==> config.mk <==
export PLATFORM = sky130hd
export DESIGN_NAME = blob_diagonal_corner_finder_unit
export DESIGN_NICKNAME = d
export VERILOG_FILES = /design/src/bdcf_pkg.sv /design/src/bdcf_front.sv /design/src/bdcf_queue.sv /design/src/bdcf_back.sv /design/src/blob_diagonal_corner_finder_unit.sv
export VERILOG_INCLUDE_DIRS = /design/src /design/src/src
export SDC_FILE = /design/constraint.sdc
export NUM_CORES = 1
export LEC_CHECK = 0
export BUFFER_PORTS_ARGS = -buffer_cell sky130_fd_sc_hd__buf_2
export CAP_MARGIN = 20
export CORE_MARGIN = 2
export CORE_UTILIZATION = 54
export CTS_CLUSTER_DIAMETER = 60
export CTS_CLUSTER_SIZE = 20
export DETAILED_ROUTE_END_ITERATION = 10
export PLACE_DENSITY = 0.76
export SLEW_MARGIN = 20
export SYNTH_ARGS = -nofsm -noshare
export SYNTH_HDL_FRONTEND = slang
export SYNTH_SLANG_ARGS = --single-unit
==> constraint.sdc <==
create_clock -name clk -period 6.5 [get_ports clk]
set_input_delay 0.65 -clock clk [delete_from_list [all_inputs] [get_ports clk]]
set_output_delay 0.65 -clock clk [all_outputs]
set_load 0.02 [all_outputs]
==> src/assert_macros.svh <==
// Assertion macros shared by the corner finder modules.
`ifndef ASSERT_MACROS_SVH
`define ASSERT_MACROS_SVH
`ifndef ASSERT_OFF
`define ASSERT_IMPLIES(label, clk, rst_n, ante, cons) \
	label: assert property (@(posedge clk) disable iff (!rst_n) (ante) |-> (cons)) \
		else $error("assertion failed");
`define ASSERT_NEXT(label, clk, rst_n, ante, cons) \
	label: assert property (@(posedge clk) disable iff (!rst_n) (ante) |=> (cons)) \
		else $error("assertion failed");
`else
`define ASSERT_IMPLIES(label, clk, rst_n, ante, cons)
`define ASSERT_NEXT(label, clk, rst_n, ante, cons)
`endif
`endif

==> src/bdcf_pkg.sv <==
// Types and constants of the diagonal corner finder.
package bdcf_pkg;
	localparam int COORD_W = 12;
	localparam int LABEL_W = 8;
	localparam int MAX_DIM = 4096;
	localparam int NUM_CORNERS = 4;
	localparam int CIDX_W = 2;
	localparam int QUEUE_DEPTH = 4;
	localparam int QPTR_W = 2;
	localparam int QCNT_W = 3;

	localparam logic [LABEL_W-1:0] TARGET_RESET = LABEL_W'(1);

	localparam logic [CIDX_W-1:0] CORNER_MIN_SUM  = 2'd0;
	localparam logic [CIDX_W-1:0] CORNER_MAX_DIFF = 2'd1;
	localparam logic [CIDX_W-1:0] CORNER_MAX_SUM  = 2'd2;
	localparam logic [CIDX_W-1:0] CORNER_MIN_DIFF = 2'd3;

	typedef struct packed {
		logic [COORD_W-1:0] x;
		logic [COORD_W-1:0] y;
		logic               hit;
		logic               last;
	} entry_t;

	typedef struct packed {
		logic [COORD_W-1:0] x;
		logic [COORD_W-1:0] y;
	} corner_t;

	typedef struct packed {
		logic   push;
		entry_t data;
	} qwrite_t;
endpackage

==> src/bdcf_front.sv <==
// Front end: input register, label and bounds classification, queue push.
module bdcf_front (
	input  logic                          clk,
	input  logic                          arst_n,
	input  logic                          cfg_we,
	input  logic [bdcf_pkg::LABEL_W-1:0]  cfg_wdata,
	input  logic                          in_valid,
	output logic                          in_stall,
	input  logic [bdcf_pkg::COORD_W-1:0]  pixel_x,
	input  logic [bdcf_pkg::COORD_W-1:0]  pixel_y,
	input  logic [bdcf_pkg::LABEL_W-1:0]  pixel_label,
	input  logic                          box_end,
	input  logic                          q_full,
	output bdcf_pkg::qwrite_t             qwr
);
	localparam logic [bdcf_pkg::COORD_W:0] DIM_LIMIT = (bdcf_pkg::COORD_W+1)'(bdcf_pkg::MAX_DIM);

	logic [bdcf_pkg::LABEL_W-1:0] target_q;
	logic                         v_s1;
	bdcf_pkg::entry_t             entry_s1;
	bdcf_pkg::entry_t             entry_in;
	logic                         take;
	logic                         push;

	always_comb begin
		entry_in.x    = pixel_x;
		entry_in.y    = pixel_y;
		entry_in.hit  = (pixel_label == target_q) && ({1'b0, pixel_x} < DIM_LIMIT)
			&& ({1'b0, pixel_y} < DIM_LIMIT);
		entry_in.last = box_end;
	end

	assign push     = v_s1 && !q_full;
	assign in_stall = v_s1 && q_full;
	assign take     = in_valid && !in_stall;
	assign qwr      = '{push: push, data: entry_s1};

	always_ff @(posedge clk or negedge arst_n) begin
		if (!arst_n) begin
			target_q <= bdcf_pkg::TARGET_RESET;
			v_s1     <= 1'b0;
		end else begin
			if (cfg_we) begin
				target_q <= cfg_wdata;
			end
			if (take) begin
				v_s1 <= 1'b1;
			end else if (push) begin
				v_s1 <= 1'b0;
			end
		end
	end

	always_ff @(posedge clk) begin
		if (take) begin
			entry_s1 <= entry_in;
		end
	end
endmodule

==> src/bdcf_queue.sv <==
// Short queue of classified items between front and back.
`include "assert_macros.svh"
module bdcf_queue (
	input  logic              clk,
	input  logic              arst_n,
	input  bdcf_pkg::qwrite_t qwr,
	output logic              full,
	output logic              not_empty,
	output bdcf_pkg::entry_t  head,
	input  logic              pop
);
	localparam logic [bdcf_pkg::QCNT_W-1:0] DEPTH_C = bdcf_pkg::QCNT_W'(bdcf_pkg::QUEUE_DEPTH);

	bdcf_pkg::entry_t              mem_q [bdcf_pkg::QUEUE_DEPTH];
	logic [bdcf_pkg::QPTR_W-1:0]   wr_ptr_q;
	logic [bdcf_pkg::QPTR_W-1:0]   rd_ptr_q;
	logic [bdcf_pkg::QCNT_W-1:0]   count_q;

	assign full      = (count_q == DEPTH_C);
	assign not_empty = (count_q != '0);
	assign head      = mem_q[rd_ptr_q];

	always_ff @(posedge clk) begin
		if (qwr.push) begin
			mem_q[wr_ptr_q] <= qwr.data;
		end
	end

	always_ff @(posedge clk or negedge arst_n) begin
		if (!arst_n) begin
			wr_ptr_q <= '0;
			rd_ptr_q <= '0;
			count_q  <= '0;
		end else begin
			if (qwr.push) begin
				wr_ptr_q <= wr_ptr_q + 1'b1;
			end
			if (pop) begin
				rd_ptr_q <= rd_ptr_q + 1'b1;
			end
			if (qwr.push && !pop) begin
				count_q <= count_q + 1'b1;
			end else if (pop && !qwr.push) begin
				count_q <= count_q - 1'b1;
			end
		end
	end

	`ASSERT_IMPLIES(a_count_bound, clk, arst_n, 1'b1, count_q <= DEPTH_C)
	`ASSERT_IMPLIES(a_no_pop_empty, clk, arst_n, pop, count_q != '0)
	`ASSERT_IMPLIES(a_no_push_full, clk, arst_n, qwr.push, !full || pop)
endmodule

==> src/bdcf_back.sv <==
// Back end: running corner compare and update, result snapshot and emission.
`include "assert_macros.svh"
module bdcf_back (
	input  logic                          clk,
	input  logic                          arst_n,
	input  logic                          not_empty,
	input  bdcf_pkg::entry_t              head,
	output logic                          pop,
	output logic                          out_valid,
	input  logic                          out_stall,
	output logic [bdcf_pkg::CIDX_W-1:0]   corner_index,
	output logic [bdcf_pkg::COORD_W-1:0]  corner_x,
	output logic [bdcf_pkg::COORD_W-1:0]  corner_y,
	output logic                          region_found,
	output logic                          run_last
);
	localparam logic [bdcf_pkg::CIDX_W-1:0] LAST_IDX = bdcf_pkg::CIDX_W'(bdcf_pkg::NUM_CORNERS - 1);

	bdcf_pkg::corner_t             corner_q [bdcf_pkg::NUM_CORNERS];
	bdcf_pkg::corner_t             corner_nx [bdcf_pkg::NUM_CORNERS];
	bdcf_pkg::corner_t             res_q [bdcf_pkg::NUM_CORNERS];
	logic                          found_q;
	logic                          found_nx;
	logic                          res_found_q;
	logic                          busy_q;
	logic [bdcf_pkg::CIDX_W-1:0]   idx_q;
	logic                          out_take;
	logic                          finishing;

	assign out_valid = busy_q;
	assign out_take  = busy_q && !out_stall;
	assign finishing = out_take && (idx_q == LAST_IDX);
	// a box end waits until the result buffer is free
	assign pop = not_empty && (!head.last || !busy_q || finishing);

	assign corner_index = idx_q;
	assign corner_x     = res_q[idx_q].x;
	assign corner_y     = res_q[idx_q].y;
	assign region_found = res_found_q;
	assign run_last     = (idx_q == LAST_IDX);

	always_comb begin
		logic [bdcf_pkg::COORD_W:0] s_new, s_old, d_new, d_old;
		logic                       tie_x, better;
		s_new  = '0;
		s_old  = '0;
		d_new  = '0;
		d_old  = '0;
		tie_x  = 1'b0;
		better = 1'b0;
		for (int i = 0; i < bdcf_pkg::NUM_CORNERS; i++) begin
			corner_nx[i] = corner_q[i];
		end
		found_nx = found_q;
		if (pop && head.hit) begin
			found_nx = 1'b1;
			for (int i = 0; i < bdcf_pkg::NUM_CORNERS; i++) begin
				// x-y orderings compared as x+oy against ox+y to stay unsigned
				s_new = {1'b0, head.x} + {1'b0, head.y};
				s_old = {1'b0, corner_q[i].x} + {1'b0, corner_q[i].y};
				d_new = {1'b0, head.x} + {1'b0, corner_q[i].y};
				d_old = {1'b0, corner_q[i].x} + {1'b0, head.y};
				tie_x = head.x < corner_q[i].x;
				case (bdcf_pkg::CIDX_W'(i))
					bdcf_pkg::CORNER_MIN_SUM: begin
						better = (s_new < s_old) || ((s_new == s_old) && tie_x);
					end
					bdcf_pkg::CORNER_MAX_DIFF: begin
						better = (d_new > d_old) || ((d_new == d_old) && tie_x);
					end
					bdcf_pkg::CORNER_MAX_SUM: begin
						better = (s_new > s_old) || ((s_new == s_old) && tie_x);
					end
					default: begin
						better = (d_new < d_old) || ((d_new == d_old) && tie_x);
					end
				endcase
				if (better || !found_q) begin
					corner_nx[i].x = head.x;
					corner_nx[i].y = head.y;
				end
			end
		end
	end

	always_ff @(posedge clk or negedge arst_n) begin
		if (!arst_n) begin
			for (int i = 0; i < bdcf_pkg::NUM_CORNERS; i++) begin
				corner_q[i] <= '0;
			end
			found_q <= 1'b0;
			busy_q  <= 1'b0;
			idx_q   <= '0;
		end else begin
			// a new snapshot takes over the result side, even as the last result leaves
			if (pop && head.last) begin
				busy_q <= 1'b1;
				idx_q  <= '0;
			end else if (out_take) begin
				idx_q <= idx_q + 1'b1;
				if (finishing) begin
					busy_q <= 1'b0;
				end
			end
			if (pop) begin
				if (head.last) begin
					for (int i = 0; i < bdcf_pkg::NUM_CORNERS; i++) begin
						corner_q[i] <= '0;
					end
					found_q <= 1'b0;
				end else begin
					for (int i = 0; i < bdcf_pkg::NUM_CORNERS; i++) begin
						corner_q[i] <= corner_nx[i];
					end
					found_q <= found_nx;
				end
			end
		end
	end

	always_ff @(posedge clk) begin
		if (pop && head.last) begin
			for (int i = 0; i < bdcf_pkg::NUM_CORNERS; i++) begin
				res_q[i] <= corner_nx[i];
			end
			res_found_q <= found_nx;
		end
	end

	`ASSERT_IMPLIES(a_idle_idx, clk, arst_n, !busy_q, idx_q == '0)
	`ASSERT_NEXT(a_hold_stalled, clk, arst_n, busy_q && out_stall, busy_q && (idx_q == $past(idx_q)))
	`ASSERT_IMPLIES(a_last_free, clk, arst_n, pop && head.last, !busy_q || finishing)
	`ASSERT_NEXT(a_found_cleared, clk, arst_n, pop && head.last, !found_q)
endmodule

==> src/blob_diagonal_corner_finder_unit.sv <==
// Top level of the diagonal corner finder: front, queue and back.
//
// channel  dir  handshake           payload
// in       in   in_valid/in_stall   pixel_x, pixel_y, pixel_label, box_end
// out      out  out_valid/out_stall corner_index, corner_x, corner_y, region_found, run_last
// cfg      in   cfg_we              cfg_wdata (target_label)
//
// One pixel per cycle unless stalled; pixels pass input register and queue to the corner regs.
// A box end yields four results from a snapshot buffer, one per cycle unless out_stall holds;
// the next box streams in meanwhile, and only a second box end waits for that buffer to drain.
// Reset: target label 1, corners and match flag cleared, queue empty.
// out_stall backs up through the 4-entry queue; in_stall rises only when it is full.
module blob_diagonal_corner_finder_unit (
	input  logic                          clk,
	input  logic                          arst_n,
	input  logic                          cfg_we,
	input  logic [bdcf_pkg::LABEL_W-1:0]  cfg_wdata,
	input  logic                          in_valid,
	output logic                          in_stall,
	input  logic [bdcf_pkg::COORD_W-1:0]  pixel_x,
	input  logic [bdcf_pkg::COORD_W-1:0]  pixel_y,
	input  logic [bdcf_pkg::LABEL_W-1:0]  pixel_label,
	input  logic                          box_end,
	output logic                          out_valid,
	input  logic                          out_stall,
	output logic [bdcf_pkg::CIDX_W-1:0]   corner_index,
	output logic [bdcf_pkg::COORD_W-1:0]  corner_x,
	output logic [bdcf_pkg::COORD_W-1:0]  corner_y,
	output logic                          region_found,
	output logic                          run_last
);
	bdcf_pkg::qwrite_t qwr;
	bdcf_pkg::entry_t  head;
	logic              q_full;
	logic              q_not_empty;
	logic              q_pop;

	bdcf_front u_front (
		.clk         (clk),
		.arst_n      (arst_n),
		.cfg_we      (cfg_we),
		.cfg_wdata   (cfg_wdata),
		.in_valid    (in_valid),
		.in_stall    (in_stall),
		.pixel_x     (pixel_x),
		.pixel_y     (pixel_y),
		.pixel_label (pixel_label),
		.box_end     (box_end),
		.q_full      (q_full),
		.qwr         (qwr)
	);

	bdcf_queue u_queue (
		.clk       (clk),
		.arst_n    (arst_n),
		.qwr       (qwr),
		.full      (q_full),
		.not_empty (q_not_empty),
		.head      (head),
		.pop       (q_pop)
	);

	bdcf_back u_back (
		.clk          (clk),
		.arst_n       (arst_n),
		.not_empty    (q_not_empty),
		.head         (head),
		.pop          (q_pop),
		.out_valid    (out_valid),
		.out_stall    (out_stall),
		.corner_index (corner_index),
		.corner_x     (corner_x),
		.corner_y     (corner_y),
		.region_found (region_found),
		.run_last     (run_last)
	);
endmodule
==> results.toml, run 1 <==
[route]
ant_nets = 0
wire_per_inst_microns = 24.45
firstDrtPassIters = 5
dr_total_vias = 13120
viasPerCell = 6.358
drc = 0
drt_iter0_markers = 1197
routed_wirelength_microns = 50450

[synthesis]
synth.area.top_cells = "edfxtp_1 35%, dfrtp_1 15%, ha_1 12%"
syn_area_sq_mm = 0.01929
ys_types = 73
synth_nets = 1719
avgSynthCellArea_sq_um = 13.00
synth-edff-count = 227
ys_seq_area_share_pct = 50.40
postSynthCellCount = 1483
synthFlopType = "edfxtp_1"
synth_top_area_share_pct = 35.34
yosys.area.top_type = "edfxtp_1"
synth_most_common_cell = "edfxtp_1"
ys.warnings.count = 0
async_reset_ff_share_pct = 33.82
synth_commonest_cells = "227 x edfxtp_1, 182 x ha_1, 115 x dfrtp_1"
yosys_register_bits = 343

[final_layout]
fill_cells = 2727
multi_input_area_sq_mm = 0.008977
seq_area_sq_mm = 0.009726
area_growth_pct = 10.63
drive_above_1_share_pct = 19.98
layout.nets = 1817
diodes = 0

[worst_setup_path]
critPathKind = "reg -> reg"
cp_max_fo = 31
r2r_slack_ns = 0.42
cp-end-kind = "flip-flop"
slowest_stage = "mux4_2"
reg2reg_depth = 20
cpPeakStageDelay_ns = 0.72
crit_chain = "mux4_2, ha_1, fa_1, a21o_1, a21oi_1, o21bai_1, a21oi_1, o21bai_1, a21oi_1, nor2_1, a211oi_1, xor2_1, ha_1, and4b_1, nand4_1, o41ai_1, a221oi_2, nor2_2, buf_4, o21ai_0"
critPathRequiredTime_ns = 6.78
crit_family = "compound AO/OA/AOI/OAI gates"
r2r-start = "u_queue.rd_ptr_q[0]$_DFFE_PN0P_"
start_kind = "flip-flop"
critPathArrivalTime_ns = 6.36
r2r-end = "u_back.res_q[3][16]$_DFFE_PP_"
worst_path_most_repeated_cell = "a21oi_1"
crit_buf_inv = 1

[floorplanning]
coreArea_sq_mm = 0.03540
die_h_microns = 193.0
start_util_pct = 54.49
rows = 69
chipWidth_microns = 193.0
pin_count = 76
dieArea_sq_mm = 0.03724

[clocking]
cts_hold_buf = 0
cts_buffer_depth = 3
clk_latency_ns = 0.58
cts_tree = "yes"
cts.sinks = 343
clockRootBuffer = "clkbuf_16"
htreeDepth = 1
cts_buffers = 27
clk_pin_slew_ns = 0.08

[place]
io_buffers = 75
gp_congestion = 0.9120
dpl.hpwl_microns = 35670

[sta]
relSlewSlack_pct = 37.04
hold_viol = 0
min_period_ns = 6.081
setup_viol = 0
rsz0062_at_grt = "no"
fin_tns_setup_ns = 0
finalMaxSlewViolations = 0
clock.fmax_mhz = 164.5
skew_ns = 0.01782
period_share_pct = 93.55
max_slew.worst_pin.slew_ns = 0.9444

[grt]
use_met3_pct = 4.778
grt_pass1_wl_microns = 75780
grt_pass1_vias = 12850
grt_use_total_pct = 27.36
gr-max-usage-layer = "met2"
grt_use_met1_pct = 36.86
antenna_found_initial = 0
grt_max_degree = 61
gr-total-overflow = 0
use_met2_pct = 44.40

[run]
drv_cap = 0

[worst_hold_path]
holdCritPathClass = "in -> async"

[status]
outcome = "completed"
## what timing repair did
action	4_1_cts	5_1_grt
gates resized for setup	0	6
setup endpoints to repair	0	99
buffers inserted	0	0
## registers in the layout (all words and copies together), names as in the netlist
| signal | count |
|---|---|
| u_queue.mem_q | 104 |
| u_back.corner_q | 96 |
| u_back.res_q | 96 |
| u_front.qwr | 26 |
| u_front.target_q | 8 |
| u_queue.count_q | 3 |
| u_back.corner_index | 2 |
| u_queue.rd_ptr_q | 2 |
| u_queue.wr_ptr_q | 2 |
| u_back.found_q | 1 |
| u_back.out_valid | 1 |
| u_back.region_found | 1 |
| u_front.v_s1 | 1 |
## layer usage
| layer | wire length, microns | part of all wire, % | vias up |
|---|---|---|---|
| li1 | - | - | 5846 |
| met1 | 20840 | 41 | 6604 |
| met2 | 23650 | 47 | 541 |
| met3 | 3738 | 7.4 | 126 |
| met4 | 2215 | 4.4 | 0 |
| met5 | 0 | 0 | - |
## layout by cell type, fill, tap and decap left out, types with 17 or more instances in the layout
cell       instances
a22o_1            72
mux2_4            18
a21o_1            25
edfxtp_1         227
mux4_2            50
xor2_1            27
nand3_1           25
nor2_1            64
a21oi_1           56
mux2_2            57
o21ai_0           56
clkbuf_16         27
buf_4             50
dfrtp_1          113
ha_1             182
a32o_1            24
buf_2             74
o21a_1            17
inv_1             98
nand2_1           64
xnor2_1           51
## cell type report
type                    count  area share (%)
inverters                  99           1.753
well taps                 461           2.703
multi-input cells         985           42.07
clock inverters            14          0.8327
repair buffers            125           3.589
flip-flops and latches    343           45.58
clock buffers              36           3.466
## worst max-delay path by stage
| stage | slack [ns] | cells past startpoint | from | end |
|---|---|---|---|---|
| 6_report | 0.42 | 20 | u_queue.rd_ptr_q[0]$_DFFE_PN0P_ | u_back.res_q[3][16]$_DFFE_PP_ |
| 5_1_grt | 0.04 | 20 | u_queue.rd_ptr_q[0]$_DFFE_PN0P_ | u_back.corner_q[16]$_DFFE_PN0P_ |
| 4_1_cts | 0.09 | 20 | u_queue.rd_ptr_q[0]$_DFFE_PN0P_ | u_back.res_q[3][16]$_DFFE_PP_ |
| 3_5_place_dp | 0.16 | 20 | u_queue.rd_ptr_q[0]$_DFFE_PN0P_ | u_back.res_q[3][16]$_DFFE_PP_ |
| 3_3_place_gp | 0.25 | 20 | u_queue.rd_ptr_q[0]$_DFFE_PN0P_ | u_back.res_q[3][18]$_DFFE_PP_ |
| 2_1_floorplan | 0.30 | 22 | u_queue.rd_ptr_q[0]$_DFFE_PN0P_ | u_back.res_q[3][10]$_DFFE_PP_ |
## kinds of logic (layout without fill, tap and decap cells)
kind of cell,count (synthesis),count (layout),synth area share (%)
simple gates,248,248,6.235
compound gates,338,338,12.90
mux,130,130,10.83
xor+xnor,78,78,3.542
fa+ha+maj,191,191,12.69
buf+inv,155,274,3.406
flops,343,343,50.40
## per-stage QoR
| stage | hold WS [ns] | instance area, sq um | util [%] | worst slack (ns) | instances |
|---|---|---|---|---|---|
| final | 0.1976 | 21340 | 60.28 | 0.4195 | 2063 |
| after CTS | 0.2204 | 21320 | 60.22 | 0.08746 | 2063 |
| after global placement | 0.4699 | 20400 | 57.63 | 0.2542 | 2013 |
| after detailed placement | 0.4942 | 20400 | 57.63 | 0.1573 | 2013 |
| after global routing | 0.2202 | 21340 | 60.28 | 0.03740 | 2063 |
| after floorplan | 0.3544 | 19290 | - | 0.3000 | 1483 |
Power of run 1 is left out: the tool's default activity adds up to more than one toggle a clock period on the data nets, which glitch-free logic cannot reach.
==> run 2: changes to the inputs <==
- BUFFER_PORTS_ARGS: -buffer_cell sky130_fd_sc_hd__buf_2 -> default
- DONT_BUFFER_PORTS: default -> 1
- PLACE_DENSITY: 0.76 -> 0.74
==> run 2 against run 1 <==
Compared with the run above:
- flip-flop and latch count is the same
- clock-buffer cell count shrank 1
- cell count shrank 3.3%
- critical path depth shrank 1
- register-to-register slack lost 0.08 ns
- worst setup slack lost 0.084 ns
- sequential share of layout area grew 0.39 points
- die area is the same
- non-clock buffer count shrank 75
- first-iteration DRC count shrank 5.8%
- global-route usage grew 0.11 points
- wire length is essentially flat
- largest cell class unchanged
==> results.toml, run 2 (synthesis gave the netlist of run 1 again) <==
[status]
outcome = "completed"

[route]
drt_iter0_markers = 1127
routed_wirelength_microns = 50490
wire_per_inst_microns = 25.32
top_layer = "met4"
wl_met2_microns = 23580
dr_total_vias = 12660
drc = 0
ant_nets = 0
viasPerCell = 6.349
wl_met3_microns = 3857
wl_met1_microns = 21150
firstDrtPassIters = 5

[worst_setup_path]
start_kind = "flip-flop"
critPathRequiredTime_ns = 6.82
critPathKind = "reg -> reg"
critPathArrivalTime_ns = 6.49
cp-end-kind = "flip-flop"
cp_max_fo = 48

[final_layout]
largest-register = "u_queue.mem_q"
area_growth_pct = 9.686
drive_above_1_share_pct = 16.31
largest_reg_flops = 104
diodes = 0
layout.nets = 1745
reg_top3 = "u_queue.mem_q (104), u_back.corner_q (96), u_back.res_q (96)"
layout_commonest_cell = "edfxtp_1"
layout_common_cells = "227 x edfxtp_1, 182 x ha_1, 113 x dfrtp_1, 98 x inv_1, 72 x a22o_1"
fill_cells = 2702

[sta]
max_slew.worst_pin.slew_ns = 0.9642
rsz0062_at_grt = "no"
layout_setup_ws_ns = 0.3355
fin_tns_setup_ns = 0
setup_viol = 0
min_period_ns = 6.164
period_share_pct = 94.84
relSlewSlack_pct = 35.60
skew_ns = 0.01761
finalMaxSlewViolations = 0
hold_viol = 0
clock.fmax_mhz = 162.2

[floorplanning]
start_util_pct = 54.49
pin_count = 76
rows = 69
die_h_microns = 193.0
dieArea_sq_mm = 0.03724
coreArea_sq_mm = 0.03540
chipWidth_microns = 193.0

[clocking]
htreeDepth = 1
cts.sinks = 343
clk_pin_slew_ns = 0.08
cts_tree = "yes"
clockRootBuffer = "clkbuf_16"
post_cts_buffers = 0
clk_latency_ns = 0.57
cts_buffers = 30
cts_buffer_depth = 3

[place]
io_buffers = 0
gp_congestion = 0.9342
pre_cts_ws_ns = 0.3219
dpl.hpwl_microns = 35660

[grt]
grt_pass1_vias = 12460
gr-total-overflow = 0
grt_pass1_wl_microns = 75400
antenna_found_initial = 0
grt_use_total_pct = 27.47
grt_max_degree = 117

[worst_hold_path]
holdCritPathClass = "in -> async"

[run]
drv_cap = 0
## run 2: changes by cell type in the layout (fill, tap and decap cells not counted), moves of 3 or more
cell	previous run	this run
clkbuf_16	27	31
clkbuf_1	6	3
buf_4	50	47
buf_2	74	0
## run 2: metrics by stage
stage | utilization, % | area [sq um] | hold WS (ns) | cells
after floorplan | - | 19290 | 0.3544 | 1483
after global placement | 56.58 | 20030 | 0.3627 | 1937
after detailed placement | 56.58 | 20030 | 0.3627 | 1937
after CTS | 59.75 | 21150 | 0.07397 | 1994
after global routing | 59.76 | 21150 | 0.08800 | 1994
final | 59.76 | 21150 | 0.02949 | 1994
## run 2: critical path, stage by stage, from the launching register on
cell and delay, ns:
dfrtp_4 0.58, buf_4 0.28, mux4_2 0.76, ha_1 0.34
or3_1 0.37, o221a_4 0.25, o311ai_4 0.28, or2b_1 0.26
a21o_1 0.20, ha_1 0.33, nand2_1 0.07, nor2_1 0.05
o31ai_1 0.26, o211ai_1 0.13, maj3_1 0.36, a211oi_1 0.49
or3_1 0.23, a31oi_4 0.10, buf_12 0.19, mux2_2 0.32
## run 2: final timing paths
| kind | start | end | slack [ns] | cells past startpoint |
|---|---|---|---|---|
| max in group asynchronous | arst_n | u_back.corner_index[0]$_DFFE_PN0P_ | 5.95 | 1 |
| setup / recovery | u_queue.rd_ptr_q[0]$_DFFE_PN0P_ | u_back.res_q[2][2]$_DFFE_PP_ | 0.34 | 19 |
| hold reg to reg | u_front.qwr[23]$_DFFE_PP_ | u_queue.mem_q[1][23]$_DFFE_PP_ | 0.50 | 0 |
| min in group clk | pixel_y[4] | u_front.qwr[6]$_DFFE_PP_ | 0.17 | 0 |
| hold / removal | arst_n | u_queue.rd_ptr_q[0]$_DFFE_PN0P_ | 0.03 | 1 |
| setup reg to reg | u_queue.rd_ptr_q[0]$_DFFE_PN0P_ | u_back.res_q[2][2]$_DFFE_PP_ | 0.34 | 19 |
## run 2: timing repair
item,in CTS,in global routing
setup endpoints to repair,0,30
resized for setup,0,2
hold buffers,1,0
hold endpoints to repair,116,0
## run 2: routing by layer
layer  global-route usage [%]  up-vias
met5                        0        -
li1                         -     5726
met1                    38.26     6331
met4                    9.499        0
met3                    4.090       97
met2                    44.35      506
## run 2: layout make-up
type	instances	area, sq um	share of cell area, %
flip-flops and latches	343	9726	45.98
multi-input cells	985	8962	42.37
clock buffers	35	800.8	3.785
well taps	461	576.8	2.727
repair buffers	50	420.4	1.987
inverters	99	374.1	1.769
clock inverters	21	294.0	1.390
Power of run 2 is left out for the same reason.
